File: config.mk
export PLATFORM = sky130hd
export DESIGN_NAME = terminal_escape_stripper_unit_flat
export DESIGN_NICKNAME = d
export VERILOG_FILES = /design/src/hw/rtl/tes_pkg.sv /design/src/hw/rtl/tes_in_if.sv /design/src/hw/rtl/tes_out_if.sv /design/src/hw/rtl/tes_classify.sv /design/src/hw/rtl/terminal_escape_stripper_unit.sv /design/src/flat_wrapper.sv
export VERILOG_INCLUDE_DIRS = /design/src /design/src/hw/rtl
export SDC_FILE = /design/constraint.sdc
export NUM_CORES = 1
export LEC_CHECK = 0
export BUFFER_PORTS_ARGS = -buffer_cell sky130_fd_sc_hd__buf_2
export CORE_ASPECT_RATIO = 1.5
export CORE_UTILIZATION = 36
export DETAILED_ROUTE_END_ITERATION = 6
export PLACE_DENSITY = 0.57
export SLEW_MARGIN = 10
export SYNTH_ARGS = -nofsm -noshare
export SYNTH_HDL_FRONTEND = slang
export SYNTH_SLANG_ARGS = --single-unit
File: constraint.sdc
create_clock -name clk_i -period 1.8 [get_ports clk_i]
set_clock_uncertainty 0.15 [all_clocks]
set_input_delay 0.18 -clock clk_i [delete_from_list [all_inputs] [get_ports clk_i]]
set_output_delay 0.18 -clock clk_i [all_outputs]
set_load 0.005 [all_outputs]
File: src/hw/rtl/terminal_escape_stripper_unit_assert.svh
// assertion macros for the terminal escape stripper
// each macro is one concurrent assertion, clocked on the rising edge,
// held off while the active-low reset is asserted
`ifndef TERMINAL_ESCAPE_STRIPPER_UNIT_ASSERT_SVH
`define TERMINAL_ESCAPE_STRIPPER_UNIT_ASSERT_SVH

// same-cycle implication
`define TES_ASSERT_IMPL(label, clk, rst_n, lhs, rhs, msg) \
  label: assert property (@(posedge clk) disable iff (!rst_n) (lhs) |-> (rhs)) \
    else $error(msg);

// next-cycle implication
`define TES_ASSERT_NEXT(label, clk, rst_n, lhs, rhs, msg) \
  label: assert property (@(posedge clk) disable iff (!rst_n) (lhs) |=> (rhs)) \
    else $error(msg);

`endif

File: src/hw/rtl/tes_pkg.sv
// ----------------------------------------------------------------------------
// tes_pkg
// types and character codes shared by the escape stripper files
// ----------------------------------------------------------------------------
`timescale 1ns / 1ps

package tes_pkg;

  localparam int unsigned ByteW   = 8;
  localparam int unsigned ActionW = 2;
  localparam int unsigned StateW  = 3;

  // control and sequence characters
  localparam logic [ByteW-1:0] CH_NUL   = 8'd0;
  localparam logic [ByteW-1:0] CH_CAN   = 8'd24;
  localparam logic [ByteW-1:0] CH_SUB   = 8'd26;
  localparam logic [ByteW-1:0] CH_ESC   = 8'd27;
  localparam logic [ByteW-1:0] CH_CSI   = 8'd155;
  localparam logic [ByteW-1:0] CH_LBRK  = 8'h5B; // '['
  localparam logic [ByteW-1:0] CH_LPAR  = 8'h28; // '('
  localparam logic [ByteW-1:0] CH_RPAR  = 8'h29; // ')'
  localparam logic [ByteW-1:0] CH_HASH  = 8'h23; // '#'
  localparam logic [ByteW-1:0] CH_DCS   = 8'h50; // 'P'
  localparam logic [ByteW-1:0] CH_ED    = 8'h4A; // 'J'
  localparam logic [ByteW-1:0] CH_QMARK = 8'h3F; // '?'
  localparam logic [ByteW-1:0] CH_SEMI  = 8'h3B; // ';'
  localparam logic [ByteW-1:0] CH_ZERO  = 8'h30; // '0'
  localparam logic [ByteW-1:0] CH_NINE  = 8'h39; // '9'

  typedef enum logic [ActionW-1:0] {
    ACT_DROP  = 2'd0,
    ACT_PASS  = 2'd1,
    ACT_CLEAR = 2'd2
  } action_e;

  typedef enum logic [StateW-1:0] {
    ST_TEXT      = 3'd0,
    ST_ESC       = 3'd1,
    ST_CSI       = 3'd2,
    ST_PRIV      = 3'd3,
    ST_G0        = 3'd4,
    ST_G1        = 3'd5,
    ST_LINE_ATTR = 3'd6,
    ST_DCS       = 3'd7
  } parse_state_e;

  // verdict on one byte
  typedef struct packed {
    action_e      action;
    parse_state_e next_state;
  } verdict_t;

endpackage

File: src/hw/rtl/tes_in_if.sv
// ----------------------------------------------------------------------------
// tes_in_if
// input channel: one raw terminal byte per beat
// ----------------------------------------------------------------------------
`timescale 1ns / 1ps

interface tes_in_if;

  logic       valid;
  logic       ready;
  logic [7:0] in_byte;

  modport source (output valid, output in_byte, input ready);
  modport sink   (input valid, input in_byte, output ready);

endinterface

File: src/hw/rtl/tes_out_if.sv
// ----------------------------------------------------------------------------
// tes_out_if
// result channel: action code and echoed byte per beat
// ----------------------------------------------------------------------------
`timescale 1ns / 1ps

interface tes_out_if;

  logic       valid;
  logic       ready;
  logic [1:0] action;
  logic [7:0] out_byte;

  modport source (output valid, output action, output out_byte, input ready);
  modport sink   (input valid, input action, input out_byte, output ready);

endinterface

File: src/hw/rtl/tes_classify.sv
// ----------------------------------------------------------------------------
// tes_classify
// decides pass, drop or clear for one byte and the next parser state
// ----------------------------------------------------------------------------
`timescale 1ns / 1ps

module tes_classify (
  input  logic [7:0]            byte_i,
  input  tes_pkg::parse_state_e state_i,
  output tes_pkg::verdict_t     verdict_o
);
  import tes_pkg::*;

  logic is_digit;

  assign is_digit = (byte_i >= CH_ZERO) && (byte_i <= CH_NINE);

  always_comb begin
    verdict_o.action     = ACT_DROP;
    verdict_o.next_state = state_i;
    if (byte_i == CH_NUL) begin
      verdict_o.action = ACT_PASS;
    end else if (byte_i == CH_CAN || byte_i == CH_SUB) begin
      verdict_o.next_state = ST_TEXT;
    end else if (byte_i == CH_ESC) begin
      verdict_o.next_state = ST_ESC;
    end else if (byte_i == CH_CSI) begin
      verdict_o.next_state = ST_CSI;
    end else begin
      case (state_i)
        ST_TEXT: begin
          verdict_o.action = ACT_PASS;
        end
        ST_ESC: begin
          if (byte_i == CH_LBRK) begin
            verdict_o.next_state = ST_CSI;
          end else if (byte_i == CH_LPAR) begin
            verdict_o.next_state = ST_G0;
          end else if (byte_i == CH_RPAR) begin
            verdict_o.next_state = ST_G1;
          end else if (byte_i == CH_HASH) begin
            verdict_o.next_state = ST_LINE_ATTR;
          end else if (byte_i == CH_DCS) begin
            verdict_o.next_state = ST_DCS;
          end else begin
            verdict_o.next_state = ST_TEXT;
          end
        end
        ST_CSI: begin
          if (byte_i == CH_ED) begin
            verdict_o.action     = ACT_CLEAR;
            verdict_o.next_state = ST_TEXT;
          end else if (is_digit || byte_i == CH_SEMI) begin
            verdict_o.next_state = ST_CSI;
          end else if (byte_i == CH_QMARK) begin
            verdict_o.next_state = ST_PRIV;
          end else begin
            verdict_o.next_state = ST_TEXT;
          end
        end
        ST_PRIV: begin
          if (!is_digit) begin
            verdict_o.next_state = ST_TEXT;
          end
        end
        ST_G0, ST_G1, ST_LINE_ATTR: begin
          verdict_o.next_state = ST_TEXT;
        end
        ST_DCS: begin
          verdict_o.next_state = ST_DCS;
        end
        default: begin
          verdict_o.next_state = ST_TEXT;
        end
      endcase
    end
  end

endmodule

File: src/hw/rtl/terminal_escape_stripper_unit.sv
// ----------------------------------------------------------------------------
// terminal_escape_stripper_unit: vt100 escape filter, one byte per cycle unless the output stalls
// path from input beat to result valid: input reg, then result reg
// throughput 1 beat per cycle unless the output stalls, set by the single state register update
// reset: asynchronous active low, parser back to plain text, stages empty
// ----------------------------------------------------------------------------
`timescale 1ns / 1ps

`include "terminal_escape_stripper_unit_assert.svh"

module terminal_escape_stripper_unit (
  input  logic      clk_i,
  input  logic      rst_ni,
  tes_in_if.sink    in_i,
  tes_out_if.source out_o
);
  import tes_pkg::*;

  // input register stage
  logic         s1_valid_q;
  logic [7:0]   s1_byte_q;

  // result register stage
  logic         res_valid_q;
  action_e      res_action_q;
  logic [7:0]   res_byte_q;

  // parser state, advanced as each byte moves into the result register
  parse_state_e state_q;
  parse_state_e state_d;

  verdict_t     verdict;
  logic         res_free;
  logic         advance;
  logic         in_take;

  // result register can load when empty or being drained this cycle
  assign res_free = !res_valid_q || out_o.ready;
  // byte in the input register gets classified and moves on
  assign advance  = s1_valid_q && res_free;
  // input register can take a beat when empty or emptying
  assign in_take  = in_i.valid && in_i.ready;

  assign in_i.ready = !s1_valid_q || advance;

  // classification sits between the two registers
  tes_classify u_classify (
    .byte_i    (s1_byte_q),
    .state_i   (state_q),
    .verdict_o (verdict)
  );

  assign state_d = advance ? verdict.next_state : state_q;

  // control registers
  always_ff @(posedge clk_i or negedge rst_ni) begin
    if (!rst_ni) begin
      s1_valid_q  <= 1'b0;
      res_valid_q <= 1'b0;
      state_q     <= ST_TEXT;
    end else begin
      state_q <= state_d;
      if (in_i.ready) begin
        s1_valid_q <= in_i.valid;
      end
      if (res_free) begin
        res_valid_q <= s1_valid_q;
      end
    end
  end

  // payload registers, no reset needed
  always_ff @(posedge clk_i) begin
    if (in_take) begin
      s1_byte_q <= in_i.in_byte;
    end
    if (advance) begin
      res_action_q <= verdict.action;
      res_byte_q   <= s1_byte_q;
    end
  end

  assign out_o.valid    = res_valid_q;
  assign out_o.action   = res_action_q;
  assign out_o.out_byte = res_byte_q;

  // ---- assertions ----

  // clear-screen only completes a csi sequence
  `TES_ASSERT_IMPL(a_clear_from_csi, clk_i, rst_ni, advance && verdict.action == ACT_CLEAR, state_q == ST_CSI, "clear outside csi")

  // a null byte never disturbs the parser
  `TES_ASSERT_NEXT(a_nul_keeps_state, clk_i, rst_ni, advance && s1_byte_q == CH_NUL, $stable(state_q), "nul moved parser state")

  // device control holds until a starter or cancel byte
  `TES_ASSERT_NEXT(a_dcs_sticky, clk_i, rst_ni, advance && state_q == ST_DCS && s1_byte_q != CH_ESC && s1_byte_q != CH_CSI && s1_byte_q != CH_CAN && s1_byte_q != CH_SUB, state_q == ST_DCS, "left dcs early")

  // input only stalls when both stages are full and the result is blocked
  `TES_ASSERT_IMPL(a_stall_cause, clk_i, rst_ni, !in_i.ready, s1_valid_q && res_valid_q && !out_o.ready, "spurious input stall")

endmodule
File: src/flat_wrapper.sv
// flat-port wrapper written by rule: the top's interface ports become plain ports
module terminal_escape_stripper_unit_flat import tes_pkg::*;
  (clk_i, rst_ni, in_i_valid, in_i_in_byte, in_i_ready, out_o_valid, out_o_action, out_o_out_byte, out_o_ready);
  tes_in_if in_i_i ();
  tes_out_if out_o_i ();
  input  logic clk_i;
  input  logic rst_ni;
  input wire logic [$bits(in_i_i.valid)-1:0] in_i_valid;
  input wire logic [$bits(in_i_i.in_byte)-1:0] in_i_in_byte;
  output wire logic [$bits(in_i_i.ready)-1:0] in_i_ready;
  output wire logic [$bits(out_o_i.valid)-1:0] out_o_valid;
  output wire logic [$bits(out_o_i.action)-1:0] out_o_action;
  output wire logic [$bits(out_o_i.out_byte)-1:0] out_o_out_byte;
  input wire logic [$bits(out_o_i.ready)-1:0] out_o_ready;
  assign in_i_i.valid = in_i_valid;
  assign in_i_i.in_byte = in_i_in_byte;
  assign in_i_ready = in_i_i.ready;
  assign out_o_valid = out_o_i.valid;
  assign out_o_action = out_o_i.action;
  assign out_o_out_byte = out_o_i.out_byte;
  assign out_o_i.ready = out_o_ready;
  terminal_escape_stripper_unit u_core (.clk_i(clk_i), .rst_ni(rst_ni), .in_i(in_i_i), .out_o(out_o_i));
endmodule
==> flow_summary.ini, run 1 <==
[global_route]
first_global_vias = 1015
grt_usage_pct = 19.1
grt_pass1_wl_um = 4500
grt_overflow = 0
grt_max_degree = 14
antenna_found_initial = 0

[cts]
cts_sinks = 23
cts_tree = built
clock_latency_ns = 0.27
root_buffer = clkbuf_8
clk_pin_slew_ns = 0.09
cts_buffers = 3
cts.path.max_buffers = 2
htreeDepth = 1

[drt]
detail-route-antenna-nets = 0
drcViolationCount = 0
drt_first_pass_iters = 4
via_per_inst = 5.22
wl_per_cell_um = 14.7
vias = 1003
drtIter0Drc = 56
drt-total-wl_um = 2830

[floorplanning]
coreArea_mm2 = 0.00291
rows = 24
initial_utilization_pct = 37.9
die_h_um = 69.9
die_x_um = 47.2
num_io_pins = 24
die_area_mm2 = 0.00330

[timing]
maxSlewViolCount = 0
period_needed_ns = 1.96
tns_ns = -0.364
slew_headroom_pct = 75.1
rsz0062_at_grt = yes
fmax_ghz = 0.509
hold_violations = 0
setup_viol = 3
setup_ws_ns = -0.163
post-route-period-util_pct = 109
worst_pin_slew_ns = 0.373

[worst_setup_path]
rr_startpoint = u_core.s1_byte_q[6]
end_kind = flip-flop
worstSetupStartpointType = flip-flop
crit_required_ns = 1.84
criticalPathCategory = flip-flop to flip-flop
cp-startpoint = u_core.s1_byte_q[6]
cp_max_fo = 6
critPathArrivalTime_ns = 2.00

[synth]
synth_fa_ha_area_share_pct = 0
synth_mux_area_share_pct = 0
synth_compound_area_share_pct = 14.4
synth_cell_types = 37
synth_top_family_by_area = simple AND/OR/NAND/NOR gates
syn_avg_cell_area_um2 = 12.6
ys_seq_area_share_pct = 60.2
yosysTopAreaCell = edfxtp_1
synth-seq-cells = 23
synth.area.top_cells = edfxtp_1, dfrtp_1, nand2_1, a2111oi_4, nand2b_1
synth-warning-count = 0
synth_xor_area_share_pct = 0
synth_top_area_share_pct = 48.9
synth_area_mm2 = 0.00110
syn-num-nets = 100
synthSimpleGateAreaFrac_pct = 24.0
netlist_instances = 88

[power]
power.density_mw_per_mm2 = 675
sw_frac_of_total_pct = 24.6
internal_power_mw = 0.869
p_comb_share_pct = 16.2
leakagePower_nw = 0.691
clockPowerShare_pct = 28.8
p_seq_share_pct = 55.1
switching_power_mw = 0.284
vdd_ir_drop_max_uv = 555

[place]
gp_congestion = 0.851
place_inst = 171
place_hpwl_um = 1920
dp_worst_setup_slack_ns = -0.155
io_buffers = 23

[finish]
nets = 166
drive_gt1_share_pct = 45.8
syn_to_final_growth_pct = 54.6
fillCellCount = 244
post-route-util_pct = 58.6
diodes = 0
layout.cells.non_filler = 192

[worst_hold_path]
min_path_type = primary input to flip-flop
hold_path.startpoint = out_o_ready

[run_status]
status = complete, but fails checks
violations = setup timing

[run]
drv_cap = 0
==> routing by layer <==
metal | vias up | part of all wire, % | track usage [%]
li1 | 472 | - | -
met3 | 13 | 3.8 | 2.58
met4 | 0 | 3.6 | 9.21
met5 | - | 0 | 0
met2 | 41 | 56 | 33.5
met1 | 477 | 37 | 20.7
==> power groups by stage <==
stage	registers, mW	logic [mW]	clock network (mW)
finish	0.635	0.186	0.332
global route	0.639	0.201	0.349
CTS	0.632	0.182	0.334
detailed placement	0.645	0.143	0
global placement	0.644	0.142	0
floorplan	0.651	0.0542	0
==> worst paths after layout <==
kind,end,slack [ns],depth (start not counted)
setup reg to reg,u_core.state_q[1],-0.16,5
hold reg to reg,u_core.out_o.valid,0.35,1
setup / recovery,u_core.state_q[1],-0.16,5
hold / removal,u_core.out_o.valid,0.03,3
max in group asynchronous,u_core.state_q[0],1.27,2
min in group asynchronous,u_core.s1_valid_q,0.10,2
==> registers in the layout, indices dropped and copies added, names as in the netlist <==
signal and count:
u_core.out_o.out_byte 8, u_core.out_o.action 2, u_core.state_q 3, u_core.s1_byte_q 8, u_core.out_o.valid 1, u_core.s1_valid_q 1
==> kinds of logic after synthesis <==
family | after synthesis
buf+inv | 3
flops | 23
simple gates | 45
compound gates | 17
==> through the flow <==
step,hold slack (ns),power [mW],area (µm²)
3_5_place_dp,-0.146,0.788,1470
3_3_place_gp,-0.146,0.786,1470
6_report,0.0279,1.15,1710
4_1_cts,0.0328,1.15,1690
5_1_grt,0.0722,1.19,1710
2_1_floorplan,-0.266,0.705,1140
==> repair_timing <==
item                                    in CTS  in global routing
endpoints found under the setup margin       3                  4
setup buffers                                8                  0
gates resized for setup                      5                  2
hold buffers                                10                  0
hold endpoints to repair                    14                  0
pin swaps                                    4                  1
==> cells in the final DEF (no fill, tap or decap), types with 3 or more instances in the layout <==
master         netlist  routed
clkbuf_8             0       3
nand2b_1             4       3
buf_4                1      27
nor2_1               6       6
edfxtp_1            18      18
dfrtp_1              5       5
nand2_1              9       9
dlygate4sd3_1        0      10
buf_2                0      23
==> cell type report <==
cell class,count,area (µm²),share of cell area [%]
Clock buffer,3,41.3,2.42
Inverter,2,7.51,0.440
Sequential cell,23,666,39.0
Tap cell,39,48.8,2.86
Timing Repair Buffer,62,449,26.3
Clock inverter,1,5.00,0.293
Multi-Input combinational cell,62,490,28.7
==> worst max-delay path, cell delays in order (launching register included) <==
cell,delay [ns]
edfxtp_1,0.47
nand2_1,0.12
or4_4,0.44
a2111oi_4,0.40
a221oi_2,0.11
o31ai_2,0.19
==> cells in the mapped netlist (all sizes together) <==
master	count
a2111oi	1
a211oi	3
a21oi	2
a221oi	1
a22o	1
and2	3
and3	1
and3b	1
and4	1
and4b	1
buf	1
dfrtp	5
edfxtp	18
inv	2
nand2	9
nand2b	4
nand3	3
nand3b	1
nand4bb	1
nor2	6
nor3	3
nor4	2
nor4b	1
nor4bb	1
o2111ai	2
o211ai	1
o21a	1
o21ai	2
o22ai	1
o31ai	2
or2	2
or3	2
or4	3
(Power assumes the default switching activity.)
==> run 2: changes to the inputs <==
--- a/config.mk
+++ b/config.mk
@@ -10,7 +10,9 @@
 export CORE_ASPECT_RATIO = 1.5
 export CORE_UTILIZATION = 36
 export DETAILED_ROUTE_END_ITERATION = 6
+export GPL_TIMING_DRIVEN = 0
 export PLACE_DENSITY = 0.57
+export SETUP_SLACK_MARGIN = 0.3
 export SLEW_MARGIN = 10
 export SYNTH_ARGS = -nofsm -noshare
 export SYNTH_HDL_FRONTEND = slang
==> flow_summary.ini, run 2 (synthesis results as in run 1) <==
[power]
power_mw = 1.14
sw_frac_of_total_pct = 24.0
power.density_mw_per_mm2 = 681
p_seq_share_pct = 55.8
p_comb_share_pct = 16.1
leakagePower_nw = 0.658
clockPowerShare_pct = 28.1
switching_power_mw = 0.273
vdd_ir_drop_max_uv = 767
internal_power_mw = 0.863

[cts]
cts.path.max_buffers = 2
clk_pin_slew_ns = 0.08
clock_latency_ns = 0.26
cts_tree = built
cts_buffers = 3
htreeDepth = 1
root_buffer = clkbuf_8
cts_sinks = 23

[place]
gp_congestion = 0.750
placed_area_mm2 = 0.00130
dp_worst_setup_slack_ns = -0.246
place_hpwl_um = 1530
io_buffers = 23

[global_route]
grt_max_degree = 14
grt_pass1_wl_um = 3870
grt_usage_pct = 16.3
first_global_vias = 834
grt_overflow = 0
antenna_found_initial = 0

[worst_setup_path]
criticalPathCategory = flip-flop to flip-flop
crit_required_ns = 1.82
critPathArrivalTime_ns = 2.00
cp_max_fo = 4
end_kind = flip-flop
worstSetupStartpointType = flip-flop

[timing]
slew_headroom_pct = 74.5
post-route-period-util_pct = 110
setup_ws_ns = -0.175
period_needed_ns = 1.97
hold_violations = 0
worst_pin_slew_ns = 0.377
maxSlewViolCount = 0
rsz0062_at_grt = yes
setup_viol = 3
fmax_ghz = 0.506

[floorplanning]
die_area_mm2 = 0.00330
die_x_um = 47.2
rows = 24
die_h_um = 69.9
coreArea_mm2 = 0.00291
initial_utilization_pct = 37.9
num_io_pins = 24

[drt]
vias = 950
drtIter0Drc = 36
detail-route-antenna-nets = 0
wl_per_cell_um = 14.1
drt_first_pass_iters = 4
drt-total-wl_um = 2610
via_per_inst = 5.14
drcViolationCount = 0

[finish]
diodes = 0
syn_to_final_growth_pct = 51.0
fillCellCount = 247
nets = 159
mostFrequentLayoutCell = buf_2
drive_gt1_share_pct = 45.9
design_area_mm2 = 0.00167
final_cell_mix = buf_2, buf_4, edfxtp_1
regArea_um2 = 666
multiInputGateArea_um2 = 515

[run_status]
status = complete, but fails checks
violations = setup timing

[worst_hold_path]
min_path_type = primary input to flip-flop

[run]
drv_cap = 0
[run 2: cell types whose count changed in the layout (fill, tap and decap cells not counted), sizes merged]
| cell | delta |
|---|---|
| buf | -7 |
[run 2: timing repair]
item | in CTS | in global routing
gates resized for setup | 7 | 5
hold buffers | 10 | 0
pin swaps | 0 | 2
endpoints found under the setup margin | 14 | 5
endpoints found under the hold margin | 14 | 0
buffers inserted | 15 | 6
cloned | 0 | 0
[run 2: power by group through the flow]
| stage | clock network [mW] | registers (mW) | logic [mW] |
|---|---|---|---|
| 3_5_place_dp | 0 | 0.656 | 0.0978 |
| 6_report | 0.319 | 0.634 | 0.183 |
| 4_1_cts | 0.326 | 0.635 | 0.159 |
| 5_1_grt | 0.341 | 0.638 | 0.197 |
| 3_3_place_gp | 0 | 0.656 | 0.0959 |
| 2_1_floorplan | 0 | 0.651 | 0.0542 |
[run 2: routing by layer]
| layer | GRT usage [%] | vias to the layer above | wire [µm] |
|---|---|---|---|
| li1 | - | 464 | - |
| met1 | 19.3 | 444 | 1070 |
| met2 | 27.2 | 32 | 1330 |
| met3 | 2.58 | 10 | 75 |
| met4 | 7.62 | 0 | 123 |
| met5 | 0 | - | 0 |
[run 2: layout make-up]
class / instances / area share (%)
repair buffers: 54 / 22.4
multi-input cells: 62 / 30.9
well taps: 39 / 2.93
plain buffers: 1 / 0.675
clock inverters: 1 / 0.300
flip-flops and latches: 23 / 39.9
inverters: 2 / 0.450
clock buffers: 3 / 2.48
[run 2: worst max-delay path: stages, from the launching register on]
cell and delay (ns):
edfxtp_1 0.45, or4_4 0.58, a2111oi_4 0.41, a221oi_2 0.11, o31ai_2 0.19
[run 2: through the flow]
stage	hold slack, ns	instances	TNS [ns]	utilization [%]
after floorplan	-0.266	88	-0.0874	-
after global placement	-0.152	150	-0.652	44.6
after detailed placement	-0.152	150	-0.669	44.6
after CTS	0.0458	179	-0.399	54.8
after global routing	0.0780	185	-0.626	57.3
final	0.0500	185	-0.424	57.3
[run 2: path summary, 6_finish.rpt]
| check | from | to | cells after the start | slack, ns |
|---|---|---|---|---|
| hold reg to reg | u_core.s1_byte_q[6] | u_core.out_o.out_byte[6] | 0 | 0.33 |
| hold / removal | out_o_ready | u_core.out_o.valid | 3 | 0.05 |
| max in group asynchronous | rst_ni | u_core.state_q[0] | 2 | 1.27 |
| min in group asynchronous | rst_ni | u_core.s1_valid_q | 2 | 0.10 |
| setup / recovery | u_core.s1_byte_q[5] | u_core.state_q[1] | 4 | -0.17 |
| setup reg to reg | u_core.s1_byte_q[5] | u_core.state_q[1] | 4 | -0.17 |
==> run 3: changes to the inputs <==
--- a/config.mk
+++ b/config.mk
@@ -6,14 +6,15 @@
 export SDC_FILE = /design/constraint.sdc
 export NUM_CORES = 1
 export LEC_CHECK = 0
-export BUFFER_PORTS_ARGS = -buffer_cell sky130_fd_sc_hd__buf_2
 export CORE_ASPECT_RATIO = 1.5
 export CORE_UTILIZATION = 36
 export DETAILED_ROUTE_END_ITERATION = 6
+export DONT_BUFFER_PORTS = 1
 export GPL_TIMING_DRIVEN = 0
-export PLACE_DENSITY = 0.57
+export PLACE_DENSITY = 0.5
 export SETUP_SLACK_MARGIN = 0.3
 export SLEW_MARGIN = 10
 export SYNTH_ARGS = -nofsm -noshare
 export SYNTH_HDL_FRONTEND = slang
+export SYNTH_HIERARCHICAL = 1
 export SYNTH_SLANG_ARGS = --single-unit
==> flow_summary.ini, run 3 <==
[synth]
syn-num-nets = 111
async_flop_share_pct = 21.7
synthTopCellsByCount = edfxtp_1, nand2_1, dfrtp_1, nand3_1, nor2_1
synth-seq-cells = 23
netlist_instances = 99
synth_most_common_cell = edfxtp_1
syn_avg_cell_area_um2 = 11.9
synth_area_mm2 = 0.00118
synth_edf_count = 18
synth.area.top_cells = edfxtp_1, dfrtp_1, mux2_4, nand2_1, nand3_1
ys_seq_area_share_pct = 56.4
ys.flop_type = edfxtp_1
synth_top_area_share_pct = 45.8
yosysTopAreaCell = edfxtp_1
synth_cell_types = 46
synth-warning-count = 6

[global_route]
antenna_found_initial = 0
grt_overflow = 0
grt_usage_pct = 16.7
grt_pass1_wl_um = 4460
first_global_vias = 988
grt_max_degree = 15

[place]
gp_congestion = 0.818
place_inst = 139
placed_area_mm2 = 0.00123
place_hpwl_um = 1670
io_buffers = 0

[finish]
diodes = 0
fillCellCount = 286
layout.cells.non_filler = 166
drive_gt1_share_pct = 32.5
final_cell_mix = edfxtp_1, dlygate4sd3_1, buf_4
design_area_mm2 = 0.00159
syn_to_final_growth_pct = 34.4
post-route-util_pct = 50.7
mostFrequentLayoutCell = edfxtp_1
nets = 139

[cts]
cts_buffers = 3
cts.path.max_buffers = 2
clock_latency_ns = 0.27
clk_pin_slew_ns = 0.09
htreeDepth = 1
cts_tree = built
root_buffer = clkbuf_8
cts_sinks = 23

[floorplanning]
coreArea_mm2 = 0.00313
die_x_um = 48.7
num_io_pins = 24
rows = 25
die_h_um = 72.1
initial_utilization_pct = 37.7
die_area_mm2 = 0.00352

[run]
drv_cap = 0

[worst_setup_path]
worstSetupStartpointType = flip-flop
crit_required_ns = 1.81
cp_max_fo = 4
critPathArrivalTime_ns = 2.11
criticalPathCategory = flip-flop to flip-flop
end_kind = flip-flop

[timing]
rsz0062_at_grt = yes
setup_viol = 4
period_needed_ns = 2.10
maxSlewViolCount = 0
fmax_ghz = 0.476
post-route-period-util_pct = 117
slew_headroom_pct = 76.3
setup_ws_ns = -0.299
hold_ws_ns = 0.0353
worst_pin_slew_ns = 0.353
hold_violations = 0

[run_status]
status = complete, but fails checks
violations = setup timing

[drt]
drtIter0Drc = 52
drt-total-wl_um = 2660
detail-route-antenna-nets = 0
drcViolationCount = 0
drt_first_pass_iters = 4
via_per_inst = 5.73
vias = 951
wl_per_cell_um = 16.0

[power]
power_mw = 1.12
vdd_ir_drop_max_uv = 548
power.density_mw_per_mm2 = 707
leakagePower_nw = 0.574

[worst_hold_path]
min_path_type = primary input to asynchronous set/reset pin
==> run 3: cell types whose count changed in the layout (fill, tap and decap cells not counted), moves of 3 or more <==
cell,change
mux2_4,+3
buf_2,-22
buf_6,+3
buf_4,-10
nor3_1,+3
==> run 3: metrics by stage <==
stage / worst slack (ns) / TNS, ns
6_report: -0.299 / -0.815
5_1_grt: -0.383 / -1.19
4_1_cts: -0.292 / -0.732
3_5_place_dp: -0.447 / -1.29
3_3_place_gp: -0.459 / -1.29
2_1_floorplan: -0.251 / -0.552
==> run 3: layout make-up <==
class / count / area, µm² / share of cell area, %
clock buffers: 3 / 41.3 / 2.60
well taps: 40 / 50.0 / 3.16
repair buffers: 23 / 208 / 13.1
plain buffers: 5 / 48.8 / 3.08
inverters: 3 / 15.0 / 0.947
clock inverters: 1 / 7.51 / 0.474
multi-input cells: 68 / 548 / 34.6
flip-flops and latches: 23 / 667 / 42.1
==> run 3: worst max-delay path, cell delays in order, from the launching register on <==
cell	delay (ns)
edfxtp_1	0.39
or2_0	0.28
or4_4	0.48
nor2_2	0.12
a211oi_1	0.06
a22o_1	0.25
mux2_4	0.27
==> run 3: path summary, 6_finish.rpt <==
path	startpoint	end	slack [ns]	cells after the start
worst max-delay path	u_core/s1_byte_q[7]	u_core/state_q[2]	-0.30	6
worst min-delay path	rst_ni	u_core/state_q[1]	0.04	1
worst max register to register	u_core/s1_byte_q[7]	u_core/state_q[2]	-0.30	6
worst min register to register	u_core/s1_byte_q[0]	u_core/out_o.out_byte[0]	0.33	0
max in group asynchronous	rst_ni	u_core/state_q[2]	1.26	1
min in group clk_i	out_o_ready	u_core/out_o.valid	0.06	2
==> run 3: repair_timing <==
item | in CTS | in global routing
hold buffers | 10 | 1
cloned | 0 | 0
resized for setup | 19 | 5
setup endpoints to repair | 4 | 19
endpoints found under the hold margin | 14 | 1
buffers inserted | 11 | 1
pin swaps | 8 | 0
==> run 3: power by group <==
group | switching (mW) | internal, mW
Clock | 0.184 | 0.157
Sequential | 0.0213 | 0.611
Combinational | 0.0759 | 0.0713
==> run 3: per-layer routing <==
metal / wire length (µm) / vias up / GRT usage [%] / part of all wire (%)
met5: 0 / - / 0 / 0
met4: 53 / 0 / 10.1 / 2.0
met3: 99 / 6 / 2.73 / 3.7
met2: 1440 / 43 / 30.2 / 54
met1: 1070 / 461 / 18.1 / 40
li1: - / 441 / - / -
==> run 3: cell families (layout without fill, tap and decap cells) <==
| family | Yosys count | count (layout) | share of synthesized area [%] |
|---|---|---|---|
| and+or+nand+nor | 43 | 43 | 22.8 |
| AOI/OAI and AO/OA | 21 | 21 | 12.4 |
| buffers and inverters | 8 | 35 | 3.71 |
| DFF | 23 | 23 | 56.4 |
| muxes | 4 | 4 | 4.67 |
